===== src/rtl/triangle_tangent_frame_defines.svh =====
// Assertion macros used by the top-level RTL file.
`ifndef TRIANGLE_TANGENT_FRAME_DEFINES_SVH
`define TRIANGLE_TANGENT_FRAME_DEFINES_SVH

// Plain property, sampled on clk, off while in reset.
`define TTF_ASSERT(label, prop, msg) \
	label: assert property (@(posedge clk) disable iff (!arst_n) (prop)) else $error(msg);

// Implication into the next cycle.
`define TTF_ASSERT_NEXT(label, ante, cons, msg) \
	label: assert property (@(posedge clk) disable iff (!arst_n) (ante) |=> (cons)) \
		else $error(msg);

`endif


===== src/rtl/ttf_mul.sv =====
`default_nettype none
module ttf_mul #(
	parameter int W = 33
) (
	input  wire logic                  clk,
	input  wire logic signed [W-1:0]   a,
	input  wire logic signed [W-1:0]   b,
	output logic signed      [2*W-1:0] p
);
	// registered signed product
	always_ff @(posedge clk) begin
		p <= a * b;
	end
endmodule
`default_nettype wire


===== config.mk =====
export PLATFORM = sky130hd
export DESIGN_NAME = ttf_mul
export DESIGN_NICKNAME = d
export VERILOG_FILES = /design/src/rtl/triangle_tangent_frame_defines.svh /design/src/rtl/ttf_mul.sv
export SDC_FILE = /design/constraint.sdc
export NUM_CORES = 2
export LEC_CHECK = 0
export BUFFER_PORTS_ARGS = -buffer_cell sky130_fd_sc_hd__buf_2
export CAP_MARGIN = 20
export CELL_PAD_IN_SITES_DETAIL_PLACEMENT = 0
export CELL_PAD_IN_SITES_GLOBAL_PLACEMENT = 1
export CORE_MARGIN = 4
export CORE_UTILIZATION = 56
export CTS_BUF_LIST = sky130_fd_sc_hd__clkbuf_4 sky130_fd_sc_hd__clkbuf_8
export CTS_CLUSTER_DIAMETER = 50
export CTS_CLUSTER_SIZE = 8
export DETAILED_ROUTE_END_ITERATION = 10
export PLACE_DENSITY = 0.95
export SYNTH_ARGS = -nofsm -noshare
export SYNTH_HDL_FRONTEND = slang
export SYNTH_SLANG_ARGS = --single-unit

===== constraint.sdc =====
create_clock -name clk -period 26.9 [get_ports clk]
set_input_delay 4.035 -clock clk [delete_from_list [all_inputs] [get_ports clk]]
set_output_delay 4.035 -clock clk [all_outputs]
set_load 0.01 [all_outputs]

==> run summary <==
synthesized instance count - 4338
Filler cells - 6198
area delta synth->final - 3.241%
CP max stage cell - fa_1
Primary FF master, synth - dfxtp_1
DR WL/cell - 20.05 µm
EDFF count, synth - 0
Syn Nets - 5767
DRC viols - 0
remaining antenna violation count - 0
status - complete, no violations
max incr delay on CP - 1300 ps
largest net degree at the start of global routing - 34
CP Launch Type - input port
Core ar. - 71850 µm²
Hold-fix buffers, CTS - 0
Seq/Total Area, Yosys - 3.244%
most frequent cell on the critical path - fa_1
critical path arrival - 12770 ps
count leader, synth - fa_1
top cells by area, synth - fa_1 (56%), inv_1 (10%), and2_1 (8.6%)
post-synthesis cell type count - 80
setup violators final - 0
register area - 1321 µm²
Routed Wire Length - 105000 µm
number of global-route vias before repair - 32238
first-pass GRT wire length - 175700 µm
biggest regs - p: 66 flops
TNS Setup - 0 ps
maximum fanout along the worst path - 33
relative slew slack - 29.51%
1st-iter DRT viols - 1895
Crit Path Class - input port to flip-flop
max-slew violations - 0
synthesized flop and latch total - 66
delay-heaviest family, CP - adder cells
TritonRoute pass-1 iters - 6
worst slew pin tran - 1056 ps
Die ar. - 77120 µm²
global route total overflow - 0
routed vias - 28734
number of flip-flops in the largest register - 66
clock sink count - 66
critical path endpoint - p[64]$_DFF_P_
Initial Utilization - 56.69%
postcts setup bufs - 0
RePlAce Congestion - 0.9227
IO Port Bufs - 132
vias per std cell - 5.488
multi-input logic area - 34320 µm²
GR Util All Layers - 28.86%
Nets - 5704
worst hold path depth - 2
Synth async-reset ratio - 0%
initial antenna violation count - 6
maxcap violations - 0
I/O pin count - 133
CTS Root Cell - clkbuf_8
layout cells sized above 1 - 4.673%
CTS tree - yes
Fmax - 80.58 MHz
Synth Area per Inst - 9.390 µm²
Post-Syn Area - 40730 µm²
dpl hpwl - 86470 µm
Num CTS Buffers - 9
Clock transition at path regs - 110 ps
Fin. Hold Viols - 0
Data required, critical path - 27260 ps
Bufs on Longest Clock Path - 2
synthesis warning total - 0
DIE WIDTH - 277.7 µm
number of cells on the critical path - 20
# rows - 98
Top reg by flops - p
critical path startpoint - a[32]
cell chain of the critical path - buf_2 > nand2_1 > inv_1 > fa_1 > fa_1 > fa_1 > fa_1 > fa_1 > fa_1 > fa_1 > inv_1 > fa_1 > inv_1 > ha_1 > nand4_1 > nor3_1 > o311ai_4 > nand3_2 > a211oi_1 > a311oi_1
post-CTS sizing - 0
Yosys top cell area share - 56.27%
Die H - 277.7 µm
Worst Hold Class - input port to flip-flop
Final period util - 46.14%
Worst Setup End Kind - flip-flop
RSZ-0062 raised after global routing - no
H-Tree Depth - 3
min cycle time layout - 12410 ps
CP Buf/Inv Count - 4
Yosys top cell by area - fa_1
top cells by count, synth - fa_1 (1145), inv_1 (1131), and2_1 (562)
worst min path at each step:
stage                        from            to  slack [ps]
detailed placement  p[52]$_DFF_P_         p[52]        4430
floorplan                    a[0]  p[0]$_DFF_P_        4160
global placement    p[10]$_DFF_P_         p[10]        4430
finish                       b[0]  p[0]$_DFF_P_        4230
global route                 b[0]  p[0]$_DFF_P_        4220
CTS                          b[0]  p[0]$_DFF_P_        4190
cells in the final DEF, fill, tap and decap left out, drive strengths merged, types with 6 or more instances in the layout:
| master | count |
|---|---|
| o21a | 6 |
| dfxtp | 66 |
| and2 | 563 |
| xnor2 | 43 |
| a21oi | 61 |
| ha | 217 |
| a211o | 6 |
| a211oi | 11 |
| nand4 | 12 |
| inv | 1131 |
| nand2b | 12 |
| fa | 1145 |
| nand3 | 26 |
| o21ai | 33 |
| o31ai | 7 |
| nor3 | 7 |
| buf | 147 |
| o21bai | 11 |
| clkbuf | 9 |
| and3 | 6 |
| nand2 | 551 |
| a21o | 38 |
| xor2 | 25 |
| nor2 | 68 |
| diode | 6 |
| a31oi | 9 |
routing by layer:
metal | wire length [µm] | global-route usage, %
met5 | 13 | 0
met4 | 4846 | 11.32
met3 | 8593 | 6.068
met2 | 51540 | 47.88
met1 | 39970 | 37.48
layout make-up:
type | instances | share of cell area, %
antenna | 6 | 0.03570
clock buffer | 9 | 0.2945
clock inverter | 7 | 0.1666
inverter | 1131 | 10.09
multi-input combinational | 2920 | 81.60
sequential | 66 | 3.142
tap | 950 | 2.826
timing repair buffer | 147 | 1.839
kinds of logic (layout without fill, tap and decap cells):
| logic type | Yosys count | count (layout) | share of synthesized area, % |
|---|---|---|---|
| flip-flops | 66 | 66 | 3.244 |
| buffers and inverters | 1352 | 1294 | 12.51 |
| adder cells (fa/ha/maj) | 1362 | 1362 | 62.94 |
| other | 0 | 6 | 0 |
| AO/OA/AOI/OAI | 219 | 219 | 4.067 |
| AND/OR/NAND/NOR | 1271 | 1271 | 15.78 |
| XOR/XNOR | 68 | 68 | 1.462 |
stage by stage:
stage	util [%]	cell area (µm²)	hold WS, ps	worst slack, ps	cells
global placement	58.24	41850	4430	14180	5214
global route	58.51	42040	4218	14060	5232
floorplan	-	40730	4162	15630	4338
detailed placement	58.24	41850	4429	14130	5214
finish	58.53	42050	4232	14490	5236
CTS	58.51	42040	4186	14560	5230
Power is not shown: default switching activity piles up to over one toggle a cycle in this logic, so the estimate is an artifact.
