`src/rtl/triangle_tangent_frame_defines.svh`:
```
// Assertion macros used by the top-level RTL file.
`ifndef TRIANGLE_TANGENT_FRAME_DEFINES_SVH
`define TRIANGLE_TANGENT_FRAME_DEFINES_SVH

// Plain property, sampled on clk, off while in reset.
`define TTF_ASSERT(label, prop, msg) \
	label: assert property (@(posedge clk) disable iff (!arst_n) (prop)) else $error(msg);

// Implication into the next cycle.
`define TTF_ASSERT_NEXT(label, ante, cons, msg) \
	label: assert property (@(posedge clk) disable iff (!arst_n) (ante) |=> (cons)) \
		else $error(msg);

`endif

```
`src/rtl/ttf_pkg.sv`:
```
`default_nettype none
package ttf_pkg;
	// Sequencer states
	typedef enum logic [3:0] {
		S_IDLE,
		S_MUL,
		S_LOAD,
		S_SHIFT,
		S_SQ,
		S_SQRT_GO,
		S_SQRT_WAIT,
		S_DIV_GO,
		S_DIV_WAIT,
		S_EMIT
	} state_t;

	localparam int MAG_BITS  = 31; // magnitude width after scaling
	localparam int SUM_BITS  = 64; // sum of squares
	localparam int ROOT_BITS = 32; // vector length
	localparam int NUM_PROD  = 14; // products for det, T and B
	localparam int NUM_SQ    = 3;  // squares per vector
	localparam logic [1:0] CORNER_LAST = 2'd2;
endpackage
`default_nettype wire

```
`src/rtl/ttf_div.sv`:
```
`default_nettype none
module ttf_div #(
	parameter int F = 14
) (
	input  wire logic                           clk,
	input  wire logic                           arst_n,
	input  wire logic                           start,
	input  wire logic [ttf_pkg::MAG_BITS-1:0]   mag,
	input  wire logic [ttf_pkg::ROOT_BITS-1:0]  len,
	output logic                                done,
	output logic      [F:0]                     quo
);
	localparam int MB = ttf_pkg::MAG_BITS;
	localparam int RB = ttf_pkg::ROOT_BITS;
	localparam int NW = MB + F + 1;
	localparam int CNTW = $clog2(F + 2);

	logic [NW-1:0]   num;
	logic [RB:0]     rem_q;
	logic [F:0]      lo_q;
	logic [RB-1:0]   d_q;
	logic [CNTW-1:0] cnt_q;
	logic            busy_q;
	logic            done_q;
	logic [RB:0]     rs;
	logic            ge;

	// rounded numerator: mag * 2^F + len/2; quotient stays within F+1 bits
	assign num = {1'b0, mag, F'(0)} + NW'(len >> 1);

	always_comb begin
		rs = {rem_q[RB-1:0], lo_q[F]};
		ge = rs >= {1'b0, d_q};
	end

	always_ff @(posedge clk or negedge arst_n) begin
		if (!arst_n) begin
			busy_q <= 1'b0;
			done_q <= 1'b0;
			cnt_q  <= '0;
		end else begin
			done_q <= busy_q && (cnt_q == CNTW'(1));
			if (start) begin
				busy_q <= 1'b1;
				cnt_q  <= CNTW'(F + 1);
			end else if (busy_q) begin
				cnt_q <= cnt_q - CNTW'(1);
				if (cnt_q == CNTW'(1)) busy_q <= 1'b0;
			end
		end
	end

	// low bits shift out as quotient bits shift in
	always_ff @(posedge clk) begin
		if (start) begin
			rem_q <= (RB+1)'(num >> (F + 1));
			lo_q  <= num[F:0];
			d_q   <= len;
		end else if (busy_q) begin
			rem_q <= ge ? rs - {1'b0, d_q} : rs;
			lo_q  <= {lo_q[F-1:0], ge};
		end
	end

	assign done = done_q;
	assign quo  = lo_q;
endmodule
`default_nettype wire
```
`config.mk`:
```
export PLATFORM = sky130hd
export DESIGN_NAME = ttf_div
export DESIGN_NICKNAME = d
export VERILOG_FILES = /design/src/rtl/triangle_tangent_frame_defines.svh /design/src/rtl/ttf_pkg.sv /design/src/rtl/ttf_div.sv
export SDC_FILE = /design/constraint.sdc
export NUM_CORES = 1
export LEC_CHECK = 0
export CORE_MARGIN = 1.5
export CORE_UTILIZATION = 45
export DETAILED_ROUTE_END_ITERATION = 6
export DONT_BUFFER_PORTS = 1
export HOLD_SLACK_MARGIN = 0.12
export PLACE_DENSITY_LB_ADDON = 0.12
export SLEW_MARGIN = 40
export SYNTH_ARGS = -nofsm -noshare
export SYNTH_HDL_FRONTEND = slang
export SYNTH_SLANG_ARGS = --single-unit
export TNS_END_PERCENT = 5
```
`constraint.sdc`:
```
create_clock -name clk -period 2.7 [get_ports clk]
set_input_delay 0.27 -clock clk [delete_from_list [all_inputs] [get_ports clk]]
set_output_delay 0.27 -clock clk [all_outputs]
set_load 0.01 [all_outputs]
```
==> metrics <==
first-pass GRT wire length just over 30 mm; initial drt markers 371; CP max FO 3; Ports a little over 80; Synth Flop Type edfxtp_1; chip width 123 um; Final GP Congestion 0.910; Skew-Pair Late Insertion Delay 0.36 ns; fmax between 300 and 400 MHz; Worst setup SP type flop; pin count of the biggest net entering global routing 48; worst hold path depth 1; reg2reg path depth 12; first-pass iteration count of the detailed router 5; Finished Core Util 0.622; drt wl/cell 19.6 um; Global Route Usage Sum 0.273; GR Util met3 0.0567; PwrDens between 1000 and 1500 nW/um2; Final HPWL DP 14.5 mm; share of cells above drive strength 1 0.274; syn nets 786; Area Overhead vs Synth 33.5%; Slowest-stage cell, CP edfxtp_1; Hold Crit Start len[6]; Crit Path Class flop to flop; number of antenna-violating nets in the routed design 0; dominant cell type by area after synthesis edfxtp_1; cell with the most instances after synthesis edfxtp_1; worst r2r dst rem_q[24]$_DFFE_PP_; arrival time worst endpoint 3.05 ns; TritonCTS clock tree yes; Final Hold Viols 0; max cap viols 0; Die Area 15,200 um2; clock buffer depth 2; grt ovf 0; synthesis-stage register bit count 85; VDD IR max between 600 and 700 uV; r2r setup slk -0.24 ns; violated checks setup timing; number of H-tree levels 3; Max-Slew Margin vs Limit 0.556; CP required ~2.8 ns; clock sinks 85; die height 123 um; IO Port Bufs 0; placed cell area 7620 um2; post-route cell area 8700 um2; status finished, violations left; Synth area leaders edfxtp_1 36%, ha_1 9.8%, xnor2_1 4.7%; vias per cell 5.79; LEAKAGE 3.74 nW; RSZ-0062 raised after global routing yes; Synth top area share 0.359; met1 Use GR 0.375; Tcrit/Tclk final 1.09; Synth warnings 0; Synth Instances 667; Commonest cells post-synth 78 x edfxtp_1, 55 x a21oi_1, 51 x ha_1; total CTS buffers 9; vias in the first global route 5,975; initial antenna violation count 1; Mapped Avg Cell Area 9.78 um2; cell chain of the critical path inv_2, ha_4, fa_2, nand2b_4, a211oi_4, buf_4, o31ai_2, nand3_2, a221oi_4, o21bai_1, xor2_1, a211o_1; final wirelength between 15 and 20 mm; setup violators final 32; grt met2 use 0.419; core box area 14,000 um2; via count 5,845; CTS root buf clkbuf_16; r2r startpoint quo[14]$_DFFE_PP_; max-slew violations 0; sequential share of the synthesized area 0.385; synthesized area between 6000 and 7000 um2; Clock Pin Slew Worst Setup and Hold Paths 0.07 ns; Distinct cells, synth 70; Hold Path Class input pin to flop; Setup Skew 0.0100 ns; Worst-Margin Slew between 0.6 and 0.7 ns; DRC viols 0; Tot Pwr 9.19 mW; minimum clock period 2.94 ns; EDFF count, synth 78; # rows 43; Critical Path Sink Type flop; Setup WS post-layout -0.238 ns; nets approximately 940; asr flop ratio synth 0.0706; GRT Max-Usage Layer met2; hold path endpoint quo[5]$_DFFE_PP_; initial cell density of the core 0.466; buffers plus inverters on the worst setup path 2; antenna cells 0; biggest cell delay along the critical path 0.42 ns; Largest delay share family, worst path compound AO/OA/AOI/OAI gates
## cell usage in the layout (no fill, tap or decap), types with 7 or more instances in the layout
cell / n
xnor2_1: 34
a21o_1: 20
nand2b_1: 7
nand3_1: 14
mux2i_1: 24
nor2_1: 33
nand4_1: 15
mux2_2: 15
dlygate4sd3_1: 33
xor2_1: 13
and3_1: 12
inv_1: 45
o211ai_1: 7
nand2_1: 45
o21a_1: 10
a211oi_1: 10
o21bai_1: 10
a21oi_1: 52
o21ai_0: 26
edfxtp_1: 78
clkbuf_16: 9
buf_4: 133
nor3_1: 8
ha_1: 45
## registers in the layout, indices dropped and copies added, names as in the netlist
| name | count |
|---|---|
| done | 1 |
| rem_q | 32 |
| d_q | 32 |
| busy_q | 1 |
| quo | 15 |
| cnt_q | 4 |
## kinds of logic (layout without fill, tap and decap cells)
kind of cell             count (synthesis)  in the layout  synth area share
multiplexers                            43             43            0.0692
XOR/XNOR                                48             48            0.0645
flip-flops                              85             85             0.385
AO/OA/AOI/OAI                          191            191             0.195
buffers and inverters                   77            239            0.0508
AND/OR/NAND/NOR                        170            170             0.131
adder cells (fa/ha/maj)                 53             53             0.104
## worst max-delay path by stage
stage / cells past startpoint / to / slack, ns / from
after floorplan: 11 / rem_q[11]$_DFFE_PP_ / -0.04 / rem_q[29]$_DFFE_PP_
after global placement: 12 / rem_q[24]$_DFFE_PP_ / -0.36 / quo[14]$_DFFE_PP_
after detailed placement: 12 / rem_q[24]$_DFFE_PP_ / -0.40 / quo[14]$_DFFE_PP_
after CTS: 13 / rem_q[16]$_DFFE_PP_ / -0.22 / quo[14]$_DFFE_PP_
after global routing: 12 / rem_q[24]$_DFFE_PP_ / -0.33 / quo[14]$_DFFE_PP_
final: 12 / rem_q[24]$_DFFE_PP_ / -0.24 / quo[14]$_DFFE_PP_
## per-stage QoR
stage | cells | TNS [ns] | hold WS (ns) | worst slack, ns
finish | 1009 | -4.11 | 0.127 | -0.238
global route | 1009 | -7.64 | 0.120 | -0.328
CTS | 1006 | -3.27 | 0.120 | -0.217
detailed placement | 947 | -10.19 | -0.0253 | -0.404
global placement | 947 | -8.56 | -0.0253 | -0.359
floorplan | 667 | -0.463 | -0.0256 | -0.0373
## routing by layer
metal | vias up | part of all wire | wire length [um]
met5 | - | 0 | 0
met4 | 0 | 0.034 | 668
met3 | 44 | 0.058 | 1150
met2 | 189 | 0.45 | 8920
met1 | 2806 | 0.46 | 9010
li1 | 2806 | - | -
## where the power goes
group / switching [mW] / internal [mW] / total, mW
Sequential: 0.231 / 1.86 / 2.09
Clock: 0.580 / 0.729 / 1.31
Combinational: 2.84 / 2.95 / 5.79
## layout make-up
cell class	instances	area, um2
tap	180	225
timing repair buffer	175	1480
sequential	85	2510
fill	1163	5280
multi-input combinational	505	4000
clock inverter	7	78.8
inverter	48	180
clock buffer	9	225
## timing repair
| action | 4_1_cts | 5_1_grt |
|---|---|---|
| setup buffers | 9 | 3 |
| setup endpoints to repair | 33 | 33 |
| pin swaps | 30 | 11 |
| hold endpoints to repair | 71 | 0 |
| hold buffers | 34 | 0 |
| gates cloned | 1 | 0 |
| resized for setup | 45 | 15 |
No activity file was read; power rests on OpenSTA's default activity.
