--- config.mk ---
export PLATFORM = sky130hd
export DESIGN_NAME = ttf_sqrt
export DESIGN_NICKNAME = d
export VERILOG_FILES = /design/src/rtl/triangle_tangent_frame_defines.svh /design/src/rtl/ttf_pkg.sv /design/src/rtl/ttf_sqrt.sv
export SDC_FILE = /design/constraint.sdc
export NUM_CORES = 1
export LEC_CHECK = 0
export BUFFER_PORTS_ARGS = -buffer_cell sky130_fd_sc_hd__buf_2
export CAP_MARGIN = 20
export CELL_PAD_IN_SITES_DETAIL_PLACEMENT = 0
export CELL_PAD_IN_SITES_GLOBAL_PLACEMENT = 1
export CORE_ASPECT_RATIO = 0.8
export CORE_MARGIN = 2
export CORE_UTILIZATION = 40
export DETAILED_ROUTE_END_ITERATION = 6
export PLACE_DENSITY_LB_ADDON = 0.08
export RECOVER_POWER = 50
export SLEW_MARGIN = 20
export SYNTH_ARGS = -nofsm -noshare
export SYNTH_HDL_FRONTEND = slang
export SYNTH_SLANG_ARGS = --single-unit
--- constraint.sdc ---
create_clock -name clk -period 2.99 [get_ports clk]
set_input_delay 0.4485 -clock clk [delete_from_list [all_inputs] [get_ports clk]]
set_output_delay 0.4485 -clock clk [all_outputs]
set_load 0.02 [all_outputs]
--- src/rtl/triangle_tangent_frame_defines.svh ---
// Assertion macros used by the top-level RTL file.
`ifndef TRIANGLE_TANGENT_FRAME_DEFINES_SVH
`define TRIANGLE_TANGENT_FRAME_DEFINES_SVH

// Plain property, sampled on clk, off while in reset.
`define TTF_ASSERT(label, prop, msg) \
	label: assert property (@(posedge clk) disable iff (!arst_n) (prop)) else $error(msg);

// Implication into the next cycle.
`define TTF_ASSERT_NEXT(label, ante, cons, msg) \
	label: assert property (@(posedge clk) disable iff (!arst_n) (ante) |=> (cons)) \
		else $error(msg);

`endif

--- src/rtl/ttf_pkg.sv ---
`default_nettype none
package ttf_pkg;
	// Sequencer states
	typedef enum logic [3:0] {
		S_IDLE,
		S_MUL,
		S_LOAD,
		S_SHIFT,
		S_SQ,
		S_SQRT_GO,
		S_SQRT_WAIT,
		S_DIV_GO,
		S_DIV_WAIT,
		S_EMIT
	} state_t;

	localparam int MAG_BITS  = 31; // magnitude width after scaling
	localparam int SUM_BITS  = 64; // sum of squares
	localparam int ROOT_BITS = 32; // vector length
	localparam int NUM_PROD  = 14; // products for det, T and B
	localparam int NUM_SQ    = 3;  // squares per vector
	localparam logic [1:0] CORNER_LAST = 2'd2;
endpackage
`default_nettype wire

--- src/rtl/ttf_sqrt.sv ---
`default_nettype none
module ttf_sqrt (
	input  wire logic                           clk,
	input  wire logic                           arst_n,
	input  wire logic                           start,
	input  wire logic [ttf_pkg::SUM_BITS-1:0]   radicand,
	output logic                                done,
	output logic      [ttf_pkg::ROOT_BITS-1:0]  root
);
	localparam int RB = ttf_pkg::ROOT_BITS;
	localparam int SB = ttf_pkg::SUM_BITS;
	localparam int CNTW = $clog2(RB + 1);

	logic [SB-1:0]   x_q;
	logic [RB+1:0]   rem_q;
	logic [RB-1:0]   root_q;
	logic [CNTW-1:0] cnt_q;
	logic            busy_q;
	logic            done_q;
	logic [RB+1:0]   rem_sh;
	logic [RB+1:0]   trial;
	logic            ge;

	// one result bit per cycle, two radicand bits in
	always_comb begin
		rem_sh = {rem_q[RB-1:0], x_q[SB-1:SB-2]};
		trial  = {root_q, 2'b01};
		ge     = rem_sh >= trial;
	end

	always_ff @(posedge clk or negedge arst_n) begin
		if (!arst_n) begin
			busy_q <= 1'b0;
			done_q <= 1'b0;
			cnt_q  <= '0;
		end else begin
			done_q <= busy_q && (cnt_q == CNTW'(1));
			if (start) begin
				busy_q <= 1'b1;
				cnt_q  <= CNTW'(RB);
			end else if (busy_q) begin
				cnt_q <= cnt_q - CNTW'(1);
				if (cnt_q == CNTW'(1)) busy_q <= 1'b0;
			end
		end
	end

	always_ff @(posedge clk) begin
		if (start) begin
			x_q    <= radicand;
			rem_q  <= '0;
			root_q <= '0;
		end else if (busy_q) begin
			x_q    <= {x_q[SB-3:0], 2'b00};
			rem_q  <= ge ? rem_sh - trial : rem_sh;
			root_q <= {root_q[RB-2:0], ge};
		end
	end

	assign done = done_q;
	assign root = root_q;
endmodule
`default_nettype wire

==> flow_summary.yaml <==
finish:
  final_util: 0.4915
  drive_gt1_frac: 0.2646
  nets: 911
  area_growth_pct: 20.08
  antenna_cells: 0
synthesis:
  syn_avg_cell_area_um2: 10.64
  ys_seq_elements: 136
  synth.distinct_cells: 64
  synth-main-ff-cell: "edfxtp_1"
  synthTopCellsByCount: "71 x nor2_1, 64 x dfxtp_1, 64 x edfxtp_1, 62 x mux2_2, 48 x mux2i_1"
  yosys-top-cells-area: "edfxtp_1 26%, dfxtp_1 17%, mux2_2 9.4%, mux2i_1 6.4%, ha_1 6.0%"
  syn-num-nets: 804
  synthMostInstantiatedCell: "nor2_1"
  synth_top_area_frac: 0.2577
  synth_area_mm2: 0.007458
  yosys_warnings: 0
  synth_top_area_cell: "edfxtp_1"
  syn_inst: 701
  synth-async-reset-ratio: 0.05882
  synth-edff-count: 64
  yosysSeqAreaShare: 0.4563
timing:
  worst_pin_slew_ns: 0.8875
  fmax_ghz: 0.3573
  setup_ws_ns: 0.1915
  fin_setup_tns_ns: 0
  hold_violations: 0
  rsz0062_at_grt: "false"
  fin_crit_ns: 2.798
  relSlewSlack: 0.4062
  setup_violations: 0
  fin_skew_ns: 0.01227
  drv_slew: 0
  finalCritPeriodShare: 0.9360
clocking:
  cts.path.max_buffers: 2
  htreeDepth: 4
  cts_tree: "done"
  clk_latency_ns: 0.42
  cts_root_buf: "clkbuf_16"
  cts_buffers: 17
  cts_sinks: 136
  path_clk_slew_ns: 0.06
floorplanning:
  die_h_um: 126.1
  io_pins: 100
  die_w_um: 156.7
  start_util: 0.4093
  core_area_mm2: 0.01822
  die-area_mm2: 0.01976
  row_count: 44
power:
  leakage_nw: 3.866
  p_seq_frac: 0.275
  p_clk_frac: 0.241
  power_frac_comb: 0.484
  sw_frac_of_total: 0.3768
  irDropWorstVdd_mv: 0.3427
  power.internal_mw: 5.696
  p_sw_mw: 3.445
  power_per_cell_area_mw_per_mm2: 1021
critical_path:
  cp.arrival_ns: 3.14
  path_class: "flip-flop to flip-flop"
  end_kind: "flip-flop"
  worstSetupStartpoint: "root[1]$_SDFFE_PP0P_"
  worstSetupStartpointType: "flip-flop"
  r2r_start: "root[1]$_SDFFE_PP0P_"
  worstPathRequired_ns: 3.34
  worst-path-max-fanout: 5
  crit_chain: "inv_1 > ha_1 > o21ai_0 > a22oi_2 > o211a_1 > a2111oi_1 > buf_4 > o31ai_1 > a21oi_1 > xnor2_1 > nand2_1 > a211oi_2"
  cpMaxStageDelayCell: "a2111oi_1"
  slowest_delay_ns: 0.42
job:
  cap_violations: 0
grt:
  use_met3: 0.03476
  grt_first_pass_wirelength_um: 27270
  use_met1: 0.2627
  grt_pass1_vias: 5364
  grt_max_degree: 120
  gr-usage-all-layers: 0.1751
  gr-total-overflow: 0
  busiest_layer: "met1"
  grt.met2_usage: 0.2516
  antenna_found_initial: 0
hold_path:
  hold_class: "input port to flip-flop"
  min_from: "radicand[1]"
run_status:
  status: "complete, no violations"
placed_design:
  gp_congestion: 0.8163
  hpwl_um: 11590
  place_ws_ns: 0.06576
  portBuffers: 99
drt:
  drt-initial-drc-count: 434
  drt-vias-per-instance: 5.134
  antenna_violating_nets_post_route: 0
  vias: 5509
  firstDrtPassIters: 6
  post_drt_wl_per_cell_um: 15.58
  wirelength_um: 16710
  drc_errors: 0
[state kept, by name, indices dropped and copies added (netlist names)]
register / count
done: 1
rem_q: 32
cnt_q: 6
x_q: 64
busy_q: 1
root: 32
[placed cells by master, fill, tap and decap left out, drive strengths merged, types with 2 or more instances in the layout]
master / count
xor2: 12
mux2: 62
a211oi: 24
inv: 49
ha: 36
bufinv: 3
nor3: 8
a41oi: 2
a31oi: 5
clkinv: 6
o31ai: 6
clkbuf: 49
a31o: 2
a21o: 19
o21ai: 15
buf: 93
o311ai: 4
clkinvlp: 2
nor2b: 6
a21oi: 31
dfxtp: 64
a32oi: 5
nand4: 9
nor2: 71
nor4: 3
nand3: 21
and2: 3
xnor2: 21
dfrtp: 8
edfxtp: 64
nand2b: 6
a221o: 2
nand2: 34
a311oi: 4
a211o: 3
and3: 3
mux2i: 48
[cells by family after synthesis]
| family | synth area share |
|---|---|
| DFF | 0.4563 |
| adders and majority gates | 0.06039 |
| and+or+nand+nor | 0.1015 |
| buffers and inverters | 0.04815 |
| AOI/OAI and AO/OA | 0.1369 |
| xor gates and xnor gates | 0.03875 |
| muxes | 0.1580 |
[final timing paths]
kind | end | slack (ns) | depth (start not counted)
max in group asynchronous | busy_q$_DFF_PN0_ | 2.22 | 2
hold / removal | x_q[1]$_SDFFCE_PN0P_ | 0.31 | 2
hold reg to reg | rem_q[30]$_SDFFE_PP0P_ | 0.48 | 2
setup / recovery | rem_q[29]$_SDFFE_PP0P_ | 0.19 | 12
setup reg to reg | rem_q[29]$_SDFFE_PP0P_ | 0.19 | 12
min in group asynchronous | done$_DFF_PN0_ | 0.47 | 2
[critical path, delay by kind of cell (launching register included)]
kind	cells	cell delay [ns]
compound gates	7	1.49
flops	1	0.39
fa+ha+maj	1	0.36
buf+inv	2	0.27
xor+xnor	1	0.14
simple gates	1	0.09
[through the flow]
stage	cells	power (mW)	hold slack [ns]	cell area, um2
global route	1073	9.764	0.3028	8956
CTS	1072	9.061	0.2353	8927
floorplan	701	5.817	0.1529	7458
finish	1073	9.141	0.3086	8956
detailed placement	1040	6.794	0.2986	8303
global placement	1040	6.749	0.2981	8303
[power groups by stage]
| stage | registers (mW) | logic (mW) | clock network, mW |
|---|---|---|---|
| floorplan | 2.49 | 3.33 | 0 |
| global placement | 2.54 | 4.21 | 0 |
| detailed placement | 2.55 | 4.25 | 0 |
| CTS | 2.51 | 4.29 | 2.26 |
| global route | 2.56 | 4.88 | 2.33 |
| finish | 2.51 | 4.42 | 2.21 |
[routing by layer]
metal / vias to the layer above / share of wire
li1: 2779 / -
met1: 2581 / 0.52
met2: 132 / 0.43
met3: 17 / 0.041
met4: 0 / 0.011
met5: - / 0
[area by class of cell]
type | count | area (um2)
timing repair buffer | 126 | 688.2
inverter | 46 | 172.7
tap | 253 | 316.6
fill | 1732 | 9266
multi-input combinational | 481 | 3761
sequential | 136 | 3403
clock inverter | 14 | 188.9
clock buffer | 17 | 425.4
[repair_timing]
| item | CTS | global route |
|---|---|---|
| endpoints found under the hold margin | 8 | 0 |
| gates resized for setup | 0 | 16 |
| endpoints found under the setup margin | 0 | 29 |
| buffers inserted | 0 | 1 |
| hold buffers | 1 | 0 |
No activity file was read; power rests on OpenSTA's default activity.
